--- src/tbc_pkg.sv ---
// shared widths, stage types and a helper function for the coverage block
// no dependencies
`default_nettype none
package tbc_pkg;
  localparam int COORD_BITS       = 12;
  localparam int WEIGHT_FRAC_BITS = 16;
  localparam int FIELD_W = 12;
  localparam int WGT_W   = 24;
  localparam int DIFF_W  = COORD_BITS + 1;
  localparam int PROD_W  = 2 * DIFF_W;
  localparam int CROSS_W = PROD_W + 1;
  localparam int NUM_W   = CROSS_W + 1 + WEIGHT_FRAC_BITS;
  localparam int QUO_W   = WGT_W + 1;
  localparam int EXT_W   = NUM_W + QUO_W + 1;
  localparam int FIN_W   = QUO_W + 2;
  localparam int IN_W    = 96;
  localparam int OUT_W   = 128;
  localparam int LANES   = 3;

  typedef struct packed {
    logic [FIELD_W-1:0] left;
    logic [FIELD_W-1:0] top;
    logic [FIELD_W-1:0] width;
    logic [FIELD_W-1:0] height;
    logic               covered;
    logic               degen;
    logic [LANES-1:0]   neg;
    logic [LANES-1:0]   ovf;
  } side_t;

  typedef struct packed {
    logic [LANES-1:0][NUM_W-1:0] rem;
    logic [LANES-1:0][QUO_W-1:0] quo;
    logic [CROSS_W-1:0]          den;
    side_t                       side;
  } div_t;

  function automatic logic [WGT_W-1:0] sat_wgt(input logic signed [FIN_W-1:0] v);
    logic signed [FIN_W-1:0] hi;
    logic signed [FIN_W-1:0] lo;
    hi = FIN_W'((64'sd1 <<< (WGT_W - 1)) - 64'sd1);
    lo = -FIN_W'(64'sd1 <<< (WGT_W - 1));
    if (v > hi) return hi[WGT_W-1:0];
    if (v < lo) return lo[WGT_W-1:0];
    return v[WGT_W-1:0];
  endfunction
endpackage
`default_nettype wire

--- src/tbc_front.sv ---
// front end: box, edge differences, cross products, cross terms, divider set-up
// depends on tbc_pkg
`default_nettype none
module tbc_front (
  input  wire logic                 clk,
  input  wire logic                 rst_n,
  input  wire logic                 en,
  input  wire logic                 in_valid,
  input  wire logic [tbc_pkg::IN_W-1:0] in_data,
  output logic                      out_valid,
  output tbc_pkg::div_t             out_item
);
  import tbc_pkg::*;

  logic [COORD_BITS-1:0] x0, y0, x1, y1, x2, y2, px, py, lx, hx, ly, hy;
  logic [3:0] v_r;

  // stage 1 registers
  logic signed [DIFF_W-1:0] ax_r, bx_r, cx_r, ay_r, by_r, cy_r;
  logic [COORD_BITS-1:0] lx1_r, ly1_r, wx1_r, wy1_r;
  // stage 2
  logic signed [PROD_W-1:0] p_r [6];
  logic [COORD_BITS-1:0] lx2_r, ly2_r, wx2_r, wy2_r;
  // stage 3
  logic signed [CROSS_W-1:0] c0_r, c1_r, c2_r;
  logic [COORD_BITS-1:0] lx3_r, ly3_r, wx3_r, wy3_r;
  // stage 4
  div_t item_r, item_nxt;

  assign x0 = COORD_BITS'(in_data[11:0]);
  assign y0 = COORD_BITS'(in_data[23:12]);
  assign x1 = COORD_BITS'(in_data[35:24]);
  assign y1 = COORD_BITS'(in_data[47:36]);
  assign x2 = COORD_BITS'(in_data[59:48]);
  assign y2 = COORD_BITS'(in_data[71:60]);
  assign px = COORD_BITS'(in_data[83:72]);
  assign py = COORD_BITS'(in_data[95:84]);

  always_comb begin
    lx = (x0 < x1) ? x0 : x1;  lx = (lx < x2) ? lx : x2;
    hx = (x0 > x1) ? x0 : x1;  hx = (hx > x2) ? hx : x2;
    ly = (y0 < y1) ? y0 : y1;  ly = (ly < y2) ? ly : y2;
    hy = (y0 > y1) ? y0 : y1;  hy = (hy > y2) ? hy : y2;
  end

  always_ff @(posedge clk) begin
    if (!rst_n) begin
      v_r <= '0;
    end else if (en) begin
      v_r <= {v_r[2:0], in_valid};
    end
  end

  always_ff @(posedge clk) begin
    if (en) begin
      ax_r  <= $signed({1'b0, x2}) - $signed({1'b0, x0});
      bx_r  <= $signed({1'b0, x1}) - $signed({1'b0, x0});
      cx_r  <= $signed({1'b0, x0}) - $signed({1'b0, px});
      ay_r  <= $signed({1'b0, y2}) - $signed({1'b0, y0});
      by_r  <= $signed({1'b0, y1}) - $signed({1'b0, y0});
      cy_r  <= $signed({1'b0, y0}) - $signed({1'b0, py});
      lx1_r <= lx;
      ly1_r <= ly;
      wx1_r <= hx - lx;
      wy1_r <= hy - ly;

      p_r[0] <= bx_r * cy_r;
      p_r[1] <= cx_r * by_r;
      p_r[2] <= cx_r * ay_r;
      p_r[3] <= ax_r * cy_r;
      p_r[4] <= ax_r * by_r;
      p_r[5] <= bx_r * ay_r;
      lx2_r <= lx1_r; ly2_r <= ly1_r; wx2_r <= wx1_r; wy2_r <= wy1_r;

      c0_r <= CROSS_W'(p_r[0]) - CROSS_W'(p_r[1]);
      c1_r <= CROSS_W'(p_r[2]) - CROSS_W'(p_r[3]);
      c2_r <= CROSS_W'(p_r[4]) - CROSS_W'(p_r[5]);
      lx3_r <= lx2_r; ly3_r <= ly2_r; wx3_r <= wx2_r; wy3_r <= wy2_r;

      item_r <= item_nxt;
    end
  end

  always_comb begin
    logic signed [CROSS_W:0]   s01;
    logic signed [CROSS_W+1:0] e;
    logic [CROSS_W:0]          mag0, mag1, mag01;
    s01 = (CROSS_W+1)'(c0_r) + (CROSS_W+1)'(c1_r);
    e   = (CROSS_W+2)'(c2_r) - (CROSS_W+2)'(s01);
    mag0  = c0_r[CROSS_W-1] ? (CROSS_W+1)'(-(CROSS_W+1)'(c0_r)) : (CROSS_W+1)'(c0_r);
    mag1  = c1_r[CROSS_W-1] ? (CROSS_W+1)'(-(CROSS_W+1)'(c1_r)) : (CROSS_W+1)'(c1_r);
    mag01 = s01[CROSS_W] ? (CROSS_W+1)'(-s01) : (CROSS_W+1)'(s01);
    item_nxt.den = c2_r[CROSS_W-1] ? CROSS_W'(-c2_r) : CROSS_W'(c2_r);
    // lane 0: c0, lane 1: c1, lane 2: c0 plus c1
    item_nxt.rem[0] = NUM_W'(mag0)  << WEIGHT_FRAC_BITS;
    item_nxt.rem[1] = NUM_W'(mag1)  << WEIGHT_FRAC_BITS;
    item_nxt.rem[2] = NUM_W'(mag01) << WEIGHT_FRAC_BITS;
    item_nxt.quo    = '0;
    item_nxt.side.left   = FIELD_W'(lx3_r);
    item_nxt.side.top    = FIELD_W'(ly3_r);
    item_nxt.side.width  = FIELD_W'(wx3_r);
    item_nxt.side.height = FIELD_W'(wy3_r);
    item_nxt.side.degen  = (c2_r == '0);
    item_nxt.side.neg[0] = c0_r[CROSS_W-1] ^ c2_r[CROSS_W-1];
    item_nxt.side.neg[1] = c1_r[CROSS_W-1] ^ c2_r[CROSS_W-1];
    item_nxt.side.neg[2] = s01[CROSS_W] ^ c2_r[CROSS_W-1];
    for (int j = 0; j < LANES; j++) begin
      item_nxt.side.ovf[j] = EXT_W'(item_nxt.rem[j]) >= (EXT_W'(item_nxt.den) << QUO_W);
    end
    if (c2_r == '0) begin
      item_nxt.side.covered = 1'b0;
    end else if (!c2_r[CROSS_W-1]) begin
      item_nxt.side.covered = !c0_r[CROSS_W-1] && !c1_r[CROSS_W-1] && !e[CROSS_W+1];
    end else begin
      item_nxt.side.covered = (c0_r <= 0) && (c1_r <= 0) && (e <= 0);
    end
  end

  assign out_valid = v_r[3];
  assign out_item  = item_r;
endmodule
`default_nettype wire

--- config.mk ---
export PLATFORM = sky130hd
export DESIGN_NAME = tbc_front
export DESIGN_NICKNAME = d
export VERILOG_FILES = /design/src/tbc_pkg.sv /design/src/tbc_front.sv
export SDC_FILE = /design/constraint.sdc
export NUM_CORES = 2
export LEC_CHECK = 0
export BUFFER_PORTS_ARGS = -buffer_cell sky130_fd_sc_hd__buf_2
export CAP_MARGIN = 15
export CORE_MARGIN = 1
export CORE_UTILIZATION = 29
export DETAILED_ROUTE_END_ITERATION = 8
export GPL_ROUTABILITY_DRIVEN = 0
export GPL_TIMING_DRIVEN = 0
export PLACE_DENSITY_LB_ADDON = 0.25
export REMOVE_ABC_BUFFERS = 1
export SLEW_MARGIN = 10
export SYNTH_ARGS = -nofsm -noshare
export SYNTH_HDL_FRONTEND = slang
export SYNTH_SLANG_ARGS = --single-unit
export TNS_END_PERCENT = 10
--- constraint.sdc ---
create_clock -name clk -period 18.23 [get_ports clk]
set_input_delay 3.646 -clock clk [delete_from_list [all_inputs] [get_ports clk]]
set_output_delay 3.646 -clock clk [all_outputs]
set_load 0.005 [all_outputs]
Word level (Yosys, flattened, before mapping)
Memories as Yosys holds them, arrays and structs flattened.
Index checks and enable logic that the tools add are counted.

storage, ports and cells
  register bits after elaboration = 474
  memory bits (writable) = 156
  bits of input ports = 100
  output and inout bits = 291
  logic and storage cells = 98
  memories kept = 1

memory list
  name  words  width  read ports  clocked after Yosys merged registers in  write ports  RTL line         RTL
  p_r   6      26     6           0                                        6            tbc_front.sv:22  logic signed [PROD_W-1:0] p_r [6];

cells by class
  $add $sub $neg = 17
  multipliers = 6
  $lt $le $gt $ge = 14
  multiplexer cells = 15
  bitwise operators = 3
  reductions and logical operators = 8

operators by type and width
  kind                   count
  $ge A44 B52 Y1         3
  $mul A13 B13 Y26       6
  $mux W12               8
  $mux W28               3
  $sub A26 B26 Y27       3
  $sub A12 B12 Y13       6
  $neg A27 Y28           2
  $le A27 B1 Y1 const B  2
  $gt A12 B12 Y1         4
  $lt A12 B12 Y1         4
  $le A29 B1 Y1 const B  1
  $sub A27 B28 Y29       1
  $add A27 B27 Y28       1
  $neg A28 Y28           1
  $logic_not A27 Y1      1
  $mux W27               1
  $neg A27 Y27           1
  $sub A12 B12 Y12       2
  $logic_and A1 B1 Y1    4
  $logic_not A1 Y1       3
  $mux W1                3
  $xor A1 B1 Y1          3

Logic depth before layout (Yosys ltp)
  word-level depth = 5
  gate-level depth with buffers = 42
  depth with buffers taken out = 40

Worst setup path after synthesis
No wires, ideal clock.

  kind = in2reg
  start = input in_data[13] in the netlist's numbering
  end = register wy1_r[10] (data pin)
  setup time = 258 ps
  data arrival time = 10462 ps
  required time = 17972 ps
  path slack = 7511 ps
  stages on the path = 39
  buffers on the path = 2
  cells stage by stage = inv_1 -> ha_1 -> nor2b_1 -> o21ai_0 -> a21boi_0 -> o21ai_0 -> a21boi_0 -> o2111ai_1 -> nand3_1 -> a31oi_1 -> nor2_1 -> clkbuf_1 -> mux2_2 -> ha_1 -> a21o_1 -> a21o_1 -> a21o_1 -> a21oi_1 -> [3 not listed] -> a21o_1 -> o41ai_2 -> clkbuf_1 -> nor2_1 -> a31oi_1 -> ha_1 -> inv_1 -> fa_1 -> nand2_1 -> nand2_1 -> a21oi_1 -> o21ai_0 -> a21oi_1 -> o21ai_0 -> a21oi_1 -> o21bai_1 -> a21oi_1 -> xnor2_1

between the ends
  word-level cells in the longest chain between the ends = 5
  elaborated cells on any way between the ends = 9
  those cells by class = 1 x add/sub; 4 x order compare; 4 x mux

RTL lines
  element               RTL line         RTL
  from (decl)           tbc_front.sv:9   input wire logic [tbc_pkg::IN_W-1:0] in_data,
  $lt A12 B12 Y1        tbc_front.sv:42  ly = (y0 < y1) ? y0 : y1; ly = (ly < y2) ? ly : y2;
  $mux W12 *            tbc_front.sv:42
  $lt A12 B12 Y1        tbc_front.sv:42
  $mux W12 *            tbc_front.sv:42
  via ly[0]             tbc_front.sv:15  logic [COORD_BITS-1:0] x0, y0, x1, y1, x2, y2, px, py, lx, hx, ly, hy;
  $sub A12 B12 Y12 *    tbc_front.sv:65  wy1_r <= hy - ly;
  to (signal assigned)  tbc_front.sv:65
  to (decl)             tbc_front.sv:20  logic [COORD_BITS-1:0] lx1_r, ly1_r, wx1_r, wy1_r;

The timed path passes the listed nets; every way through them passes the cells marked *.
A chain may end at the register's enable or synchronous reset.

Worst setup path in the final report
Ends and elaborated chain as after synthesis.

==> run_results.csv <==
group,metric,value,unit
synthesis,syn_inst,7281,
worst_setup_path,worstPathRequired,18.67,ns
drt,ant_nets,0,
sta,finalHoldViolations,0,
synthesis,yosysUniqueCellTypes,97,
floorplanning,std_cell_rows,184,
placement,numPlacedInstances,10770,
clock_tree,clkLatencyLatePin,0.70,ns
synthesis,synth_top_cells_by_area,"fa_1, edfxtp_1, ha_1",
synthesis,ys_seq_elements,630,
floorplanning,fp.coreArea,252300,um^2
synthesis,syn_area_per_cell,10.15,um^2
synthesis,netlist.area_leader.share,26.68,%
synthesis,yosysSeqAreaShare,25.54,%
sta,fin_skew,0.03173,ns
floorplanning,die_h,506.9,um
worst_setup_path,cp-start-kind,"input port",
drt,avgViaCountPerCell,4.607,
clock_tree,cts_resized,0,
clock_tree,postCtsSetupRepairBufs,0,
drt,wl_per_cell,18.24,um
clock_tree,cts-root-buf,"clkbuf_16",
sta,tightest_slew,1.255,ns
flow_run,cap_viol_max_count,0,
drt,drt_first_pass_iters,7,
placement,dpl.hpwl,166.0,mm
clock_tree,cts_hold_buf,0,
cells_and_area,seqCellArea,18880,um^2
synthesis,synth_warnings,0,
synthesis,synthFlopType,"edfxtp_1",
cells_and_area,final_cell_area,82660,um^2
floorplanning,start_util,29.29,%
run_status,status,"completed",
cells_and_area,layout.nets,9328,
cells_and_area,layout-drive-gt1-share,7.566,%
clock_tree,path_clk_slew,0.07,ns
cells_and_area,multi_input_area,48390,um^2
global_route,grt.overflow.total,0,
placement,dpl_cell_area,79910,um^2
global_route,track_usage,15.58,%
worst_setup_path,worstRegToRegCells,26,
global_route,grt_pass1_vias,53360,
worst_setup_path,rr_startpoint,"cy_r[3]$_DFFE_PP_",
synthesis,syn_area,73910,um^2
cells_and_area,finalNonFillerCells,10930,
sta,hold_slack,0.4100,ns
worst_setup_path,r2r_slack,10.54,ns
sta,max_freq,83.32,MHz
worst_setup_path,slowest_stage,"nor2_1",
sta,rsz0062_at_grt,"no",
sta,tns,0,ns
hold_path,hp-class,"reg2reg",
worst_setup_path,worstPathArrival,12.44,ns
synthesis,synth_top_area_cell,"fa_1",
clock_tree,cts.sinks,630,
global_route,grt_start_max_net_pins,105,
floorplanning,io_pins,391,
drt,wl,199.4,mm
sta,setup_viol,0,
cells_and_area,areaGrowthSynthToFinish,11.84,%
worst_setup_path,worst-setup-path-type,"in2reg",
clock_tree,clock_path_buffers,3,
drt,drtIter0Drc,2929,
synthesis,synth_most_common_cell,"inv_1",
sta,slew_headroom,16.33,%
synthesis,synth_enable_flop_cells,626,
synthesis,synthArstFlopShare,0,%
synthesis,synth.top_cells.by_count,"inv_1, fa_1, nand2_1",
drt,drc_errors,0,
worst_setup_path,worstSetupEndpointType,"register",
clock_tree,numCtsBuffers,75,
worst_setup_path,timing.rr.end,"p_r[0][23]$_DFFE_PP_",
floorplanning,die_area,256900,um^2
drt,vias,50360,
sta,finalCriticalPeriod,12.00,ns
clock_tree,cts_tree,"built",
worst_setup_path,endpoint,"wy1_r[10]$_DFFE_PP_",
clock_tree,h-tree-depth,3,
global_route,antenna_found_initial,35,
worst_setup_path,worstSetupStartpoint,"in_data[13]",
floorplanning,die_w,506.9,um
global_route,grt_pass1_wl,308.5,mm
sta,final.period_utilization,65.83,%
placement,io_buffers,267,
worst_setup_path,critical_path_peak_fanout,15,
cells_and_area,num-fill-cells,25830,
worst_setup_path,max_stage_delay,0.87,ns
sta,drv_slew,0,
[critical path: cells and delay by family]
family                   cells  cell delay, ns
AO/OA/AOI/OAI               21            4.81
AND/OR/NAND/NOR              8            1.51
adder cells (fa/ha/maj)      4            1.24
buffers and inverters        4            0.64
multiplexers                 1            0.45
XOR/XNOR                     1            0.10
[logic make-up (layout without fill, tap and decap cells)]
kind of cell               Yosys count  in the layout  synth area share (%)
buffers and inverters             1789           1955                 9.718
other                                1            137              0.005073
DFF                                630            630                 25.54
xor gates and xnor gates           431            431                 5.117
and+or+nand+nor                   1743           1743                 11.54
adders and majority gates         1721           1721                 39.10
AOI/OAI and AO/OA                  913            913                 8.193
muxes                               53             53                0.7837
[final cells by class]
class	instances	share of cell area [%]
clock inverters	47	0.5434
repair buffers	361	3.958
multi-input cells	4988	58.53
well taps	3348	5.068
inverters	1461	6.634
clock buffers	86	2.398
flip-flops and latches	630	22.84
diodes	10	0.03027
[layer usage]
metal,vias up,wire length [um],global-route usage [%]
met5,-,156,0
met4,24,6741,4.974
met3,308,10900,2.733
met2,1202,90440,25.45
met1,25290,91120,20.82
li1,23540,-,-
[flip-flops by register name, summed over array words and instances, names as in the netlist, 27 cells and up]
register / count
out_item: 167
p_r: 156
c0_r: 27
c2_r: 27
c1_r: 27
[placed cells by master (no fill, tap or decap), types with 81 or more instances in the layout]
master and count:
inv_1 1460, fa_1 985, nand2_1 737, ha_1 726
edfxtp_1 626, and2_1 412, xnor2_1 334, buf_2 266
nor2_1 225, o21ai_0 206, a21oi_1 202, a21o_1 140
conb_1 127, xor2_1 96, nand2b_1 87, clkbuf_16 81
[per-stage QoR]
step	util [%]	worst slack, ns
global placement	31.00	2.887
finish	32.76	6.229
detailed placement	31.67	5.540
global route	32.75	5.546
floorplan	-	6.579
CTS	32.63	6.250
[worst min path at each step]
stage / cells past startpoint / from / slack [ns] / end
CTS: 0 / ly2_r[7]$_DFFE_PP_ / 0.41 / ly3_r[7]$_DFFE_PP_
floorplan: 0 / lx1_r[0]$_DFFE_PP_ / 0.40 / lx2_r[0]$_DFFE_PP_
global route: 0 / wy2_r[6]$_DFFE_PP_ / 0.42 / wy3_r[6]$_DFFE_PP_
finish: 0 / ly2_r[7]$_DFFE_PP_ / 0.41 / ly3_r[7]$_DFFE_PP_
detailed placement: 0 / ly1_r[0]$_DFFE_PP_ / 0.40 / ly2_r[0]$_DFFE_PP_
global placement: 0 / ly2_r[5]$_DFFE_PP_ / 0.40 / ly3_r[5]$_DFFE_PP_
Power is not shown: default switching activity piles up to over one toggle a cycle in this logic, so the estimate is an artifact.
